--- src/rtl/priority_message_queue_top_assert.svh ---
// Assertion macros shared by the priority message queue modules.
// Expects signals named clk and rst in the scope of each use.
`ifndef PRIORITY_MESSAGE_QUEUE_TOP_ASSERT_SVH
`define PRIORITY_MESSAGE_QUEUE_TOP_ASSERT_SVH
`ifndef NO_ASSERTIONS
`define PMQ_ASSERT(lbl, prop, msg) \
  lbl: assert property (@(posedge clk) disable iff (rst) prop) else $error(msg);
`define PMQ_ASSERT_RST(lbl, prop, msg) \
  lbl: assert property (@(posedge clk) prop) else $error(msg);
`else
`define PMQ_ASSERT(lbl, prop, msg)
`define PMQ_ASSERT_RST(lbl, prop, msg)
`endif
`endif

--- src/rtl/pmq_pkg.sv ---
// Shared types and constants of the priority message queue.
// Used by the controller, the datapath and the top level; depends on nothing.
package pmq_pkg;

  localparam int FUNC_W   = 2;
  localparam int PRIO_W   = 8;
  localparam int CAP_W    = 5;
  localparam int WORD_W   = 32;

  localparam logic [FUNC_W-1:0] FUNC_PUT   = 2'd0;
  localparam logic [FUNC_W-1:0] FUNC_GET   = 2'd1;
  localparam logic [FUNC_W-1:0] FUNC_FLUSH = 2'd2;

  localparam logic [CAP_W-1:0] CAP_RESET = 5'd16;

  // Commands from the controller to the datapath.
  typedef struct packed {
    logic load;   // latch the incoming word and priority
    logic exec;   // apply the operation and register the result
    logic put;
    logic get;
    logic flush;
    logic err;
  } cmd_t;

  // Status from the datapath to the controller.
  typedef struct packed {
    logic full;
    logic empty;
  } stat_t;

endpackage

--- src/rtl/pmq_ctrl.sv ---
// Controller of the priority message queue: accepts a command word, decodes it
// against the queue status and steps the datapath. Depends on pmq_pkg.
`include "priority_message_queue_top_assert.svh"

module pmq_ctrl (
  input  logic                        clk,
  input  logic                        rst,
  input  logic                        start,
  input  logic [pmq_pkg::FUNC_W-1:0]  func,
  input  pmq_pkg::stat_t              stat,
  output logic                        busy,
  output logic                        cfg_ready,
  output logic                        done,
  output pmq_pkg::cmd_t               cmd
);

  typedef enum logic [1:0] {
    ST_IDLE = 2'b01,
    ST_EXEC = 2'b10
  } state_t;

  state_t state;
  state_t state_next;
  logic   accept;
  logic   put_q, get_q, flush_q, err_q;
  logic   put_d, get_d, flush_d, err_d;

  assign accept    = (state == ST_IDLE) && start;
  assign busy      = (state == ST_EXEC);
  assign cfg_ready = (state == ST_IDLE);

  always_comb begin
    state_next = state;
    unique case (state)
      ST_IDLE: begin
        if (start) state_next = ST_EXEC;
      end
      ST_EXEC: begin
        state_next = ST_IDLE;
      end
      default: begin
        state_next = ST_IDLE;
      end
    endcase
  end

  // A put to a full queue or a get from an empty one is decided at accept;
  // nothing changes the queue between accept and execution.
  always_comb begin
    put_d   = 1'b0;
    get_d   = 1'b0;
    flush_d = 1'b0;
    err_d   = 1'b0;
    unique case (func)
      pmq_pkg::FUNC_PUT: begin
        put_d = !stat.full;
        err_d = stat.full;
      end
      pmq_pkg::FUNC_GET: begin
        get_d = !stat.empty;
        err_d = stat.empty;
      end
      pmq_pkg::FUNC_FLUSH: begin
        flush_d = 1'b1;
      end
      default: begin
        err_d = 1'b0;
      end
    endcase
  end

  always_ff @(posedge clk) begin
    if (rst) begin
      state   <= ST_IDLE;
      done    <= 1'b0;
      put_q   <= 1'b0;
      get_q   <= 1'b0;
      flush_q <= 1'b0;
      err_q   <= 1'b0;
    end else begin
      state <= state_next;
      done  <= (state == ST_EXEC);
      if (accept) begin
        put_q   <= put_d;
        get_q   <= get_d;
        flush_q <= flush_d;
        err_q   <= err_d;
      end
    end
  end

  always_comb begin
    cmd.load  = accept;
    cmd.exec  = (state == ST_EXEC);
    cmd.put   = (state == ST_EXEC) && put_q;
    cmd.get   = (state == ST_EXEC) && get_q;
    cmd.flush = (state == ST_EXEC) && flush_q;
    cmd.err   = (state == ST_EXEC) && err_q;
  end

  `PMQ_ASSERT(a_done_after_exec, done |-> $past(state == ST_EXEC), "done without execution")
  `PMQ_ASSERT(a_exec_single, (state == ST_EXEC) |=> (state == ST_IDLE), "execution overran")
  `PMQ_ASSERT(a_one_op, $onehot0({cmd.put, cmd.get, cmd.flush, cmd.err}), "conflicting ops")
  `PMQ_ASSERT_RST(a_reset_idle, rst |=> ((state == ST_IDLE) && !done), "reset not idle")

endmodule

--- src/rtl/pmq_dp.sv ---
// Datapath of the priority message queue: a row of sorted cells with
// compare-and-shift insert and head removal, fill count, capacity and result
// registers. Depends on pmq_pkg.
`include "priority_message_queue_top_assert.svh"

module pmq_dp #(
  parameter int DEPTH      = 16,
  parameter int DATA_WIDTH = 32
) (
  input  logic                        clk,
  input  logic                        rst,
  input  pmq_pkg::cmd_t               cmd,
  output pmq_pkg::stat_t              stat,
  input  logic [pmq_pkg::WORD_W-1:0]  data_in,
  input  logic [pmq_pkg::PRIO_W-1:0]  prio_in,
  input  logic                        cfg_wr,
  input  logic [pmq_pkg::CAP_W-1:0]   cfg_data,
  output logic                        status,
  output logic [pmq_pkg::WORD_W-1:0]  data_out,
  output logic [pmq_pkg::PRIO_W-1:0]  prio_out,
  output logic [pmq_pkg::CAP_W-1:0]   count,
  output logic [pmq_pkg::CAP_W-1:0]   space
);

  localparam int CW = $clog2(DEPTH + 1);
  localparam int SW = (CW > pmq_pkg::CAP_W) ? CW : pmq_pkg::CAP_W;

  logic [DATA_WIDTH-1:0]      cell_data [DEPTH];
  logic [pmq_pkg::PRIO_W-1:0] cell_prio [DEPTH];
  logic [CW-1:0]              fill_count;
  logic [CW-1:0]              fill_next;
  logic [pmq_pkg::CAP_W-1:0]  capacity;
  logic [DATA_WIDTH-1:0]      data_q;
  logic [pmq_pkg::PRIO_W-1:0] prio_q;
  logic [DEPTH-1:0]           ins_le;
  logic [SW-1:0]              usable;
  logic [SW-1:0]              fill_w;
  logic [SW-1:0]              space_w;
  logic [63:0]                in_wide;
  logic [63:0]                head_wide;

  assign in_wide   = 64'(data_in);
  assign head_wide = 64'(cell_data[0]);

  // A capacity above the built depth acts as the depth.
  assign usable = (SW'(capacity) > SW'(DEPTH)) ? SW'(DEPTH) : SW'(capacity);

  assign stat.full  = (SW'(fill_count) >= usable);
  assign stat.empty = (fill_count == '0);

  always_comb begin
    fill_next = fill_count;
    if (cmd.put) begin
      fill_next = fill_count + CW'(1);
    end else if (cmd.get) begin
      fill_next = fill_count - CW'(1);
    end else if (cmd.flush) begin
      fill_next = '0;
    end
  end

  assign fill_w  = SW'(fill_next);
  assign space_w = (usable > fill_w) ? (usable - fill_w) : '0;

  // Cells are kept in descending priority order, so ins_le is set for every
  // cell at or after the insert point: the first stored entry of strictly
  // lower priority, or the tail. A priority of zero always goes to the tail.
  genvar i;
  generate
    for (i = 0; i < DEPTH; i++) begin : g_cell
      assign ins_le[i] = !(CW'(i) < fill_count) ||
                         ((prio_q != '0) && (cell_prio[i] < prio_q));

      always_ff @(posedge clk) begin
        if (cmd.put && ins_le[i]) begin
          if (i == 0) begin
            cell_data[i] <= data_q;
            cell_prio[i] <= prio_q;
          end else if (!ins_le[(i == 0) ? 0 : i - 1]) begin
            cell_data[i] <= data_q;
            cell_prio[i] <= prio_q;
          end else begin
            cell_data[i] <= cell_data[(i == 0) ? 0 : i - 1];
            cell_prio[i] <= cell_prio[(i == 0) ? 0 : i - 1];
          end
        end else if (cmd.get && (i < DEPTH - 1)) begin
          cell_data[i] <= cell_data[(i < DEPTH - 1) ? i + 1 : i];
          cell_prio[i] <= cell_prio[(i < DEPTH - 1) ? i + 1 : i];
        end
      end
    end
  endgenerate

  always_ff @(posedge clk) begin
    if (rst) begin
      fill_count <= '0;
      capacity   <= pmq_pkg::CAP_RESET;
    end else begin
      fill_count <= fill_next;
      if (cfg_wr) capacity <= cfg_data;
    end
  end

  always_ff @(posedge clk) begin
    if (cmd.load) begin
      data_q <= in_wide[DATA_WIDTH-1:0];
      prio_q <= prio_in;
    end
    if (cmd.exec) begin
      status   <= cmd.err;
      data_out <= cmd.get ? head_wide[pmq_pkg::WORD_W-1:0] : '0;
      prio_out <= cmd.get ? cell_prio[0] : '0;
      count    <= fill_w[pmq_pkg::CAP_W-1:0];
      space    <= space_w[pmq_pkg::CAP_W-1:0];
    end
  end

  `PMQ_ASSERT(a_fill_bound, fill_count <= CW'(DEPTH), "fill count above depth")
  `PMQ_ASSERT(a_put_grows, cmd.put |=> (fill_count == $past(fill_count) + CW'(1)), "put lost")
  `PMQ_ASSERT(a_head_order, (fill_count >= CW'(2)) |-> (cell_prio[0] >= cell_prio[1]), "unsorted head")

endmodule

--- src/rtl/priority_message_queue_top.sv ---
// Top level of the priority message queue: controller plus cell-row datapath.
// Depends on pmq_pkg, pmq_ctrl and pmq_dp.
//
//   channel   handshake               payload
//   command   start / busy            func, data_in, prio_in
//   result    done (strobe)           status, data_out, prio_out, count, space
//   config    cfg_valid / cfg_ready   cfg_data (capacity)
//
// An operation is accepted and decoded in the idle state; in the execute state
// the cell row shifts, and the result registers and done load together.
// A new command is taken in the cycle that the previous result is shown.
// Synchronous active-high reset empties the queue and sets capacity to 16.
// The receiver cannot stall; every result is shown for exactly one cycle.
module priority_message_queue_top #(
  parameter int DEPTH      = 16,
  parameter int DATA_WIDTH = 32
) (
  input  logic                        clk,
  input  logic                        rst,
  input  logic                        start,
  output logic                        busy,
  input  logic [pmq_pkg::FUNC_W-1:0]  func,
  input  logic [pmq_pkg::WORD_W-1:0]  data_in,
  input  logic [pmq_pkg::PRIO_W-1:0]  prio_in,
  output logic                        done,
  output logic                        status,
  output logic [pmq_pkg::WORD_W-1:0]  data_out,
  output logic [pmq_pkg::PRIO_W-1:0]  prio_out,
  output logic [pmq_pkg::CAP_W-1:0]   count,
  output logic [pmq_pkg::CAP_W-1:0]   space,
  input  logic                        cfg_valid,
  output logic                        cfg_ready,
  input  logic [pmq_pkg::CAP_W-1:0]   cfg_data
);

  pmq_pkg::cmd_t  cmd;
  pmq_pkg::stat_t stat;

  pmq_ctrl u_ctrl (
    .clk       (clk),
    .rst       (rst),
    .start     (start),
    .func      (func),
    .stat      (stat),
    .busy      (busy),
    .cfg_ready (cfg_ready),
    .done      (done),
    .cmd       (cmd)
  );

  pmq_dp #(
    .DEPTH      (DEPTH),
    .DATA_WIDTH (DATA_WIDTH)
  ) u_dp (
    .clk      (clk),
    .rst      (rst),
    .cmd      (cmd),
    .stat     (stat),
    .data_in  (data_in),
    .prio_in  (prio_in),
    .cfg_wr   (cfg_valid && cfg_ready),
    .cfg_data (cfg_data),
    .status   (status),
    .data_out (data_out),
    .prio_out (prio_out),
    .count    (count),
    .space    (space)
  );

endmodule

--- config.mk ---
export PLATFORM = sky130hd
export DESIGN_NAME = priority_message_queue_top
export DESIGN_NICKNAME = d
export VERILOG_FILES = /design/src/rtl/pmq_pkg.sv /design/src/rtl/pmq_ctrl.sv /design/src/rtl/pmq_dp.sv /design/src/rtl/priority_message_queue_top.sv
export VERILOG_INCLUDE_DIRS = /design/src /design/src/rtl
export SDC_FILE = /design/constraint.sdc
export NUM_CORES = 2
export LEC_CHECK = 0
export ABC_AREA = 1
export BUFFER_PORTS_ARGS = -buffer_cell sky130_fd_sc_hd__buf_2
export CORE_MARGIN = 5
export CORE_UTILIZATION = 30
export DETAILED_ROUTE_END_ITERATION = 8
export GPL_TIMING_DRIVEN = 0
export PLACE_DENSITY = 0.54
export SETUP_SLACK_MARGIN = 0.2
export SLEW_MARGIN = 25
export SYNTH_ARGS = -nofsm -noshare
export SYNTH_HDL_FRONTEND = slang
export SYNTH_HIERARCHICAL = 1
export SYNTH_SLANG_ARGS = --single-unit
export TNS_END_PERCENT = 30
--- constraint.sdc ---
create_clock -name clk -period 9.7 [get_ports clk]
set_input_delay 0.97 -clock clk [delete_from_list [all_inputs] [get_ports clk]]
set_output_delay 0.97 -clock clk [all_outputs]
set_load 0.03 [all_outputs]
==> impl_metrics.env <==
export IMPL_result_of_the_run="complete, no violations"
export IMPL_finalSetupViolCount=0
export IMPL_maxSlewViolCount=0
export IMPL_utilization_pct=34.7
export IMPL_layout_min_cycle_time_ns=4.41
export IMPL_ioPinCount=105
export IMPL_cp_end_kind="register"
export IMPL_first_global_vias=34106
export IMPL_grt_setup_unrepaired="no"
export IMPL_timing_max_cap_violations=0
export IMPL_wire_per_inst_um=20.4
export IMPL_timing_critical_path_arrival_ns=4.82
export IMPL_chipHeight_um=382
export IMPL_clock_fmax_mhz=227
export IMPL_powerDensity_nw_per_um2=156
export IMPL_finalWeightedCongestion=0.900
export IMPL_startpoint_type="register"
export IMPL_post_drt_via_cell_ratio=5.13
export IMPL_timing_critical_path_cells="inv_1, nor2_1, inv_1, nor2_1, clkbuf_1, clkbuf_1, clkbuf_2, o21ai_0, nand2_1, ha_1, o21ai_0, nand2_1, a21oi_1, o32ai_1, nor3b_1"
export IMPL_grt_max_degree=52
export IMPL_synthesis_instances=4671
export IMPL_area_growth_pct=14.9
export IMPL_cts_num_sinks=748
export IMPL_remaining_drcs=0
export IMPL_cp_slowest_cell="clkbuf_1"
export IMPL_postSynthAreaPerCell_um2=8.87
export IMPL_floorplan_die_width_um=382
export IMPL_critical_path_required_ns=10.11
export IMPL_wirelength_mm=138
export IMPL_final_hold_viol_count=0
export IMPL_post_cts_buffers=0
export IMPL_delay_of_the_slowest_cell_on_the_worst_path_ns=0.95
export IMPL_finalHoldWorstSlack_ns=0.434
export IMPL_length_of_the_first_detailed_routing_pass_in_iterations=6
export IMPL_worstHoldPathType="primary input to register"
export IMPL_post_synth_instance_area_um2=41500
export IMPL_grt_pass1_wl_mm=207
export IMPL_ys_types=33
export IMPL_drt_initial_drc_count=3520
export IMPL_final_min_period_over_clock_period_pct=45.4
export IMPL_slew_headroom_pct=19.6
export IMPL_antenna_found_initial=2
export IMPL_initial_core_util_pct=30.2
export IMPL_maximum_fanout_along_the_worst_path=10
export IMPL_syn_nets=4849
export IMPL_i_o_buffers=104
export IMPL_grt_usage_pct=18.5
export IMPL_cts_resized=0
export IMPL_yosys_area_top_type_share_pct=53.0
export IMPL_clkLatencyLatePin_ns=0.71
export IMPL_cts_root_buffer_cell="clkbuf_16"
export IMPL_synth_area_leader_cell="edfxtp_1"
export IMPL_count_of_yosys_warnings_during_synthesis=6
export IMPL_postSynthRegisterBits=748
export IMPL_vias=34652
export IMPL_clockBufferDepth=3
export IMPL_tightest_slew_ns=1.21
export IMPL_synth_seq_area_share_pct=53.8
export IMPL_post_route_cells_drive_above_1_share_pct=10.1
export IMPL_cts_tree="built"
export IMPL_dp_hpwl_mm=112
export IMPL_critical_path_class="register to register"
export IMPL_detail_route_antenna_nets=0
export IMPL_std_cell_rows=136
export IMPL_cts_reportedPaths_clkPinSlew_ns=0.05
export IMPL_timing_clock_skew_ns=0.0348
export IMPL_globalRoute_totalOverflow=0
export IMPL_core_area_um2=137000
export IMPL_synth_area_top_cells="edfxtp_1 (53%), nand3_1 (24%), nand2_1 (7.1%), ha_1 (3.8%), inv_1 (2.6%)"
export IMPL_power_leakage_uw=0.0191
export IMPL_die_area_um2=146000
export IMPL_fin_setup_tns_ns=0
export IMPL_design_power_total_uw=7410
export IMPL_tritoncts_num_buffers=91
export IMPL_ctsHoldBuffers=0
export IMPL_ctsHtreeMaxLevel=3
export IMPL_design_final_nets=5063
export IMPL_max_vdd_ir_drop_uv=133
[Yosys cell counts]
master,instances
nand3_1,2009
o21a_1,1
nand2_1,784
fa_1,1
nand3_4,1
xor2_1,3
nand3_2,7
nand4_1,83
nor3_1,16
o21ai_0,30
a21o_1,13
inv_2,6
inv_1,284
o21bai_1,4
o32ai_1,1
or2_2,1
nor2_1,59
o21ai_1,2
edfxtp_1,731
buf_6,1
a21oi_1,48
ha_1,126
clkbuf_1,202
dfxtp_1,17
buf_1,22
nand2_2,8
nor3b_1,1
a211oi_1,1
buf_4,8
nor2_4,2
clkbuf_2,5
clkinv_1,1
buf_2,193
[final timing paths]
check                    end             from  slack (ns)  cells past startpoint
max            u_dp/space[3]  u_ctrl/state[1]        5.29                     15
min          u_dp/data_q[21]      data_in[21]        0.43                      1
max reg2reg    u_dp/space[3]  u_ctrl/state[1]        5.29                     15
min reg2reg     u_ctrl/put_q     u_ctrl/put_q        0.47                      2
[metrics by stage]
stage | std cells | instance area, um2 | setup slack (ns)
6_report | 6757 | 47600 | 5.29
5_1_grt | 6755 | 47600 | 4.84
4_1_cts | 6754 | 47600 | 5.30
3_5_place_dp | 6586 | 44600 | 5.34
3_3_place_gp | 6569 | 44200 | 3.75
2_1_floorplan | 4671 | 41500 | 5.42
[layout make-up]
| type | instances | area [um2] |
|---|---|---|
| buffer | 431 | 1910 |
| inverter | 291 | 1090 |
| sequential | 748 | 22300 |
| clock inverter | 52 | 559 |
| timing repair buffer | 121 | 876 |
| antenna | 3 | 7.51 |
| multi-input combinational | 3201 | 16200 |
| tap | 1794 | 2240 |
| fill | 14141 | 89700 |
| clock buffer | 116 | 2420 |
[registers in the layout, summed over array words and instances (netlist names)]
name,count
u_dp/prio_out,8
u_ctrl/put_q,1
u_dp/capacity,5
u_ctrl/flush_q,1
u_dp/space,5
u_dp/cell_prio,128
u_ctrl/get_q,1
u_ctrl/state,2
u_dp/prio_q,8
u_dp/data_q,32
u_dp/status,1
u_ctrl/err_q,1
u_dp/cell_data,512
u_dp/fill_count,5
u_ctrl/done,1
u_dp/data_out,32
u_dp/count,5
[metal layers]
metal / vias to the layer above / GRT usage, % / wire length (um)
li1: 17086 / - / -
met1: 16014 / 26.1 / 61700
met2: 1359 / 29.2 / 60900
met3: 193 / 2.48 / 10600
met4: 0 / 6.30 / 4470
met5: - / 0 / 0
[layout by cell type (no fill, tap or decap), drive strengths merged, types with 8 or more instances in the layout]
cell type	count
bufinv	8
nand3	2017
nand4	83
dfxtp	17
ha	126
nor2	61
buf	345
o21ai	32
a21oi	48
nor3	16
edfxtp	731
clkbuf	323
nand2	792
inv	293
a21o	13
clkinv	40
[cells by family (layout without fill, tap and decap cells)]
family	count (synthesis)	in the layout	synth area share [%]
flip-flops	748	748	53.8
buffers and inverters	722	1011	7.23
adder cells (fa/ha/maj)	127	127	3.85
AND/OR/NAND/NOR	2971	2971	33.8
XOR/XNOR	3	3	0.0634
AO/OA/AOI/OAI	100	100	1.33
other	0	3	0
[worst max-delay path, delay by kind of cell (launching register included)]
| kind | cells | cell delay [ns] |
|---|---|---|
| fa+ha+maj | 1 | 0.19 |
| flops | 1 | 0.33 |
| compound gates | 4 | 0.65 |
| buf+inv | 5 | 2.32 |
| simple gates | 5 | 0.62 |
[report_power, final]
part           switching (uW)  internal, uW
Combinational             256           139
Clock                    1430          1990
Sequential               26.3          3580
Total                    1710          5710
Power figures use the tool's default switching activity.
